## config.mk

```make
export PLATFORM = sky130hd
export DESIGN_NAME = tvs_mac
export DESIGN_NICKNAME = d
export VERILOG_FILES = /design/src/rtl/assert_macros.svh /design/src/rtl/tvs_pkg.sv /design/src/rtl/tvs_mac.sv
export SDC_FILE = /design/constraint.sdc
export NUM_CORES = 1
export LEC_CHECK = 0
export ABC_AREA = 1
export BUFFER_PORTS_ARGS = -buffer_cell sky130_fd_sc_hd__buf_4
export CELL_PAD_IN_SITES_DETAIL_PLACEMENT = 1
export CELL_PAD_IN_SITES_GLOBAL_PLACEMENT = 1
export CORE_ASPECT_RATIO = 0.7
export CORE_UTILIZATION = 49
export DETAILED_ROUTE_END_ITERATION = 10
export GPL_ROUTABILITY_DRIVEN = 0
export PLACE_DENSITY = 0.85
export SLEW_MARGIN = 20
export SYNTH_ARGS = -nofsm -noshare
export SYNTH_HDL_FRONTEND = slang
export SYNTH_SLANG_ARGS = --single-unit
```

## constraint.sdc

```tcl
create_clock -name clk -period 11.36 [get_ports clk]
set_input_delay 3.408 -clock clk [delete_from_list [all_inputs] [get_ports clk]]
set_output_delay 3.408 -clock clk [all_outputs]
set_load 0.03 [all_outputs]
```

## src/rtl/assert_macros.svh

```systemverilog
// Assertion helpers shared by the RTL.
`ifndef ASSERT_MACROS_SVH
`define ASSERT_MACROS_SVH
`ifndef NO_ASSERTIONS
`define ASSERT_NEVER(label, clk, rst_n, expr) \
  label: assert property (@(posedge clk) disable iff (!rst_n) !(expr)) \
    else $error("assertion failed");
`define ASSERT_IMPLIES(label, clk, rst_n, ante, cons) \
  label: assert property (@(posedge clk) disable iff (!rst_n) (ante) |-> (cons)) \
    else $error("assertion failed");
`define ASSERT_NEXT(label, clk, rst_n, ante, cons) \
  label: assert property (@(posedge clk) disable iff (!rst_n) (ante) |=> (cons)) \
    else $error("assertion failed");
`else
`define ASSERT_NEVER(label, clk, rst_n, expr)
`define ASSERT_IMPLIES(label, clk, rst_n, ante, cons)
`define ASSERT_NEXT(label, clk, rst_n, ante, cons)
`endif
`endif

```

## src/rtl/tvs_pkg.sv

```systemverilog
`timescale 1ns / 1ps
package tvs_pkg;
  localparam int MAX_DIM    = 32;
  localparam int VALUE_BITS = 16;
  localparam int FRAC_BITS  = 16;
  localparam int IDX_W      = 5;
  localparam int DIM_W      = 6;
  localparam int CRD_W      = 17;
  localparam int ACC_W      = 32;
  localparam int WGT_W      = 17;

  typedef struct packed {
    logic                  op;
    logic [IDX_W-1:0]      voxel_x;
    logic [IDX_W-1:0]      voxel_y;
    logic [IDX_W-1:0]      voxel_z;
    logic [15:0]           voxel_value;
    logic [CRD_W-1:0]      coord_x;
    logic [CRD_W-1:0]      coord_y;
    logic [CRD_W-1:0]      coord_z;
  } in_word_t;

  typedef struct packed {
    logic [15:0] sample;
    logic        saturated;
  } out_word_t;

  localparam logic OP_WRITE  = 1'b0;
  localparam logic OP_SAMPLE = 1'b1;
endpackage

```

## src/rtl/tvs_mac.sv

```systemverilog
`timescale 1ns / 1ps
// shared multiply, floor-shift and add
module tvs_mac (
  input  logic                               clk,
  input  logic                               load,
  input  logic                               first,
  input  logic signed [tvs_pkg::ACC_W-1:0]   opnd,
  input  logic signed [tvs_pkg::ACC_W-1:0]   addend,
  input  logic        [tvs_pkg::WGT_W-1:0]   wgt,
  output logic signed [tvs_pkg::ACC_W-1:0]   sum
);
  localparam int PW = tvs_pkg::ACC_W + tvs_pkg::WGT_W + 1;

  logic signed [PW-1:0]              prod_r;
  logic signed [tvs_pkg::ACC_W-1:0]  shifted;
  logic signed [tvs_pkg::ACC_W-1:0]  mul_in;
  logic signed [tvs_pkg::WGT_W:0]    wgt_s;

  assign shifted = prod_r[tvs_pkg::FRAC_BITS +: tvs_pkg::ACC_W];
  assign sum     = shifted + addend;
  assign mul_in  = first ? opnd : sum;
  assign wgt_s   = {1'b0, wgt};

  always_ff @(posedge clk) begin
    if (load) begin
      prod_r <= mul_in * wgt_s;
    end
  end
endmodule

```

==> reports/results.env <==
FMAXACHIEVABLE_GHz=0.0896
CRITPATHKIND='in2reg'
SYNTH-COMPOUND-AREA-SHARE_PCT=5.85
DR.FIRST_ITER.DRC_COUNT=1830
SYNTH.FF_LATCH_COUNT=32
COREAREA_UM2=45300
DRT-TOTAL-WL_MM=86.2
PLACEDINSTANCEAREA_UM2=24300
CRIT_PATH_MAX_FANOUT=6
INITIAL_UTILIZATION_PCT=49.9
GRT_USAGE_PCT=37.8
VIA_COUNT=20500
SYN-NUM-NETS=3608
ARRIVAL_NS=11.21
HOLD_CLASS='reg2reg'
YOSYSTOPAREACELL='sky130_fd_sc_hd__fa_1'
CTS-HTREE-LEVELS=2
DOMINANTREGCELLSYNTH='sky130_fd_sc_hd__edfxtp_1'
YOSYS.AREA_SHARE.ADDER_PCT=52.8
RSZ_0062_RAISED_AFTER_GLOBAL_ROUTING='yes'
FIRST_PASS_ITERS=5
CLOCK_LATENCY_NS=0.29
ANTENNA-DIODE-COUNT=0
HPWL_MM=75.6
GLOBAL_ROUTE.OVERFLOW_TOTAL=0
STARTPOINT_TYPE_OF_THE_WORST_SETUP_PATH='input port'
FINALCRITPERIODSHARE_PCT=98.2
POST_DRT_WL_PER_CELL_UM=24.1
FINALSETUPVIOLCOUNT=0
ROUTE.ANTENNA.REMAINING_NETS=0
SHARE_OF_THE_YOSYS_CHIP_AREA_BELONGING_TO_REGISTERS_PCT=4.25
YOSYS.AREA_SHARE.XOR_XNOR_PCT=1.94
TIMING_HOLD_VIOLATIONS_FINAL=0
POSTSYNTHCELLCOUNT=2875
SYNTH_ENABLE_FLOP_CELLS=32
LARGEST_NET_DEGREE_AT_THE_START_OF_GLOBAL_ROUTING=33
FIN_SKEW_NS=0.00876
CTS.SINKS=32
SYNTH-SIMPLE-AREA-SHARE_PCT=20.6
HOLDBUFCOUNTCTS=0
FRACTION_OF_REGISTERS_WITH_ASYNC_SET_OR_RESET_AFTER_SYNTHESIS_PCT=0
WORST-SLEW-PIN-TRANSITION_NS=1.14
CLKTRANSATPATHREGS_NS=0.06
FINAL-MAX-SLEW-VIOLATION-COUNT=0
ANTENNA_FOUND_INITIAL=1
TOP_AREA_CELLS_IN_THE_SYNTHESIZED_NETLIST='sky130_fd_sc_hd__fa_1 45%, sky130_fd_sc_hd__inv_1 12%, sky130_fd_sc_hd__ha_1 7.8%'
SYNTHDOMINANTCELLAREASHARE_PCT=45.0
LARGEST_REG_FLOPS=32
NETLIST_AREA_UM2=22600
POSTSYNTHAREAPERCELL_UM2=7.86
FINAL.MIN_CLOCK_PERIOD_NS=11.16
SYNTHESIS.YOSYS.WARNINGS=0
AREA_GROWTH_SYN_TO_LAYOUT_PCT=8.44
TIMING.CRITICAL_PATH.TO_TYPE='register'
GRT_PASS1_WL_MM=134
DRC_ERRORS=0
LAYOUT-DRIVE-GT1-SHARE_PCT=10.7
CAP_VIOLATIONS=0
N_FILL_CELL=5640
DIE-WIDTH_UM=259
ROW_COUNT=65
LARGEST_FAMILY_OF_LOGIC_CELLS_BY_SYNTHESIZED_AREA='adder cells'
CHIPHEIGHT_UM=182
CRITICAL-PATH-SLOWEST-CELL='sky130_fd_sc_hd__fa_1'
DIE_AREA_UM2=47000
LARGEST_REGISTERS='prod_r x32'
CTS_TREE='built'
DESIGN_AREA_UM2=24500
DESIGN.FINAL.NETS=3702
MOST_FLOP_HEAVY_REGISTER='prod_r'
PORT-BUFFER-COUNT=115
IOPINCOUNT=116
REQUIRED_NS=11.41
POST_SYNTH_MUX_AREA_SHARE_PCT=0
RUN_STATUS='finished, final reports clean'
CLOCK-ROOT-BUFFER='sky130_fd_sc_hd__clkbuf_16'
VIAS_PER_CELL=5.73
MAXIMUM_COUNT_OF_CLOCK_BUFFERS_ALONG_A_SINGLE_PATH=2
WORST_SLEW_MARGIN_REL_PCT=24.0
CRITICAL-PATH-TOP-DELAY-FAMILY='adder cells'
CRITPATHBUFINV=9
YOSYSUNIQUECELLTYPES=53
SYNTH.CELLS.MOST_FREQUENT='750 x sky130_fd_sc_hd__inv_1, 508 x sky130_fd_sc_hd__fa_1, 382 x sky130_fd_sc_hd__nand2_1'
POST-SYNTH-TOP-COUNT-CELL='sky130_fd_sc_hd__inv_1'
MAXIMUM_CELL_STAGE_DELAY_ALONG_THE_CRITICAL_PATH_NS=0.59
FIRST_GLOBAL_VIAS=23100
NUMCTSBUFFERS=5
[layout by cell type, fill, tap and decap left out, types with 32 or more instances in the layout]
cell type                    n
sky130_fd_sc_hd__nand2_1   380
sky130_fd_sc_hd__fa_1      507
sky130_fd_sc_hd__ha_1      141
sky130_fd_sc_hd__xor2_1     33
sky130_fd_sc_hd__a21oi_1    90
sky130_fd_sc_hd__buf_4     173
sky130_fd_sc_hd__o21ai_0    52
sky130_fd_sc_hd__nand3_1   166
sky130_fd_sc_hd__or2_2      36
sky130_fd_sc_hd__nor2_1    371
sky130_fd_sc_hd__inv_1     746
sky130_fd_sc_hd__edfxtp_1   32
[logic make-up after synthesis]
| family | count (synthesis) |
|---|---|
| AND/OR/NAND/NOR | 1070 |
| buffers and inverters | 853 |
| adder cells (fa/ha/maj) | 649 |
| AO/OA/AOI/OAI | 221 |
| XOR/XNOR | 50 |
| flip-flops | 32 |
[metal layers]
metal / track usage (%) / wire length (µm) / vias to the layer above
li1: - / - / 8667
met3: 8.71 / 8270 / 300
met5: 0 / 16 / -
met2: 61.6 / 39900 / 1108
met1: 47.8 / 33400 / 10400
met4: 17.2 / 4670 / 2
[stage by stage]
stage / setup slack [ns] / util [%] / std cells / setup TNS, ns / hold slack, ns
after global routing: -0.107 / 54.1 / 3573 / -0.107 / 1.11
after global placement: -0.0641 / 53.6 / 3563 / -0.0641 / 0.959
after floorplan: 1.07 / - / 2875 / 0 / 0.870
final: 0.203 / 54.1 / 3573 / 0 / 1.04
after detailed placement: -0.421 / 53.6 / 3563 / -0.709 / 0.983
after CTS: 0.0490 / 53.9 / 3571 / 0 / 0.997
[worst reg2reg max path: cells and delay by family (launching register included)]
kind | cells | cell delay (ns)
buffers and inverters | 7 | 0.58
AND/OR/NAND/NOR | 12 | 2.21
flip-flops | 1 | 0.48
adder cells (fa/ha/maj) | 8 | 3.86
AO/OA/AOI/OAI | 5 | 1.00
[final cells by class]
class / instances / area [µm²] / share of cell area (%)
clock inverter: 3 / 42.5 / 0.174
sequential: 32 / 961 / 3.92
inverter: 764 / 2870 / 11.7
tap: 603 / 754 / 3.08
multi-input combinational: 1990 / 18400 / 75.1
clock buffer: 5 / 125 / 0.511
timing repair buffer: 176 / 1360 / 5.54
[path summary, 6_finish.rpt]
check	startpoint	end	slack (ns)	cells past startpoint
max reg2reg	prod_r[42]	prod_r[47]	2.99	32
min reg2reg	prod_r[47]	prod_r[47]	1.04	6
min	prod_r[47]	prod_r[47]	1.04	6
max	addend[0]	prod_r[47]	0.20	35
[timing repair]
action / 4_1_cts / 5_1_grt
setup buffers: 0 / 2
setup endpoints to repair: 1 / 11
resized for setup: 1 / 16
pin swaps: 0 / 1
Power is left out: the tool's default activity adds up to more than one toggle a clock period on the data nets, which glitch-free logic cannot reach.
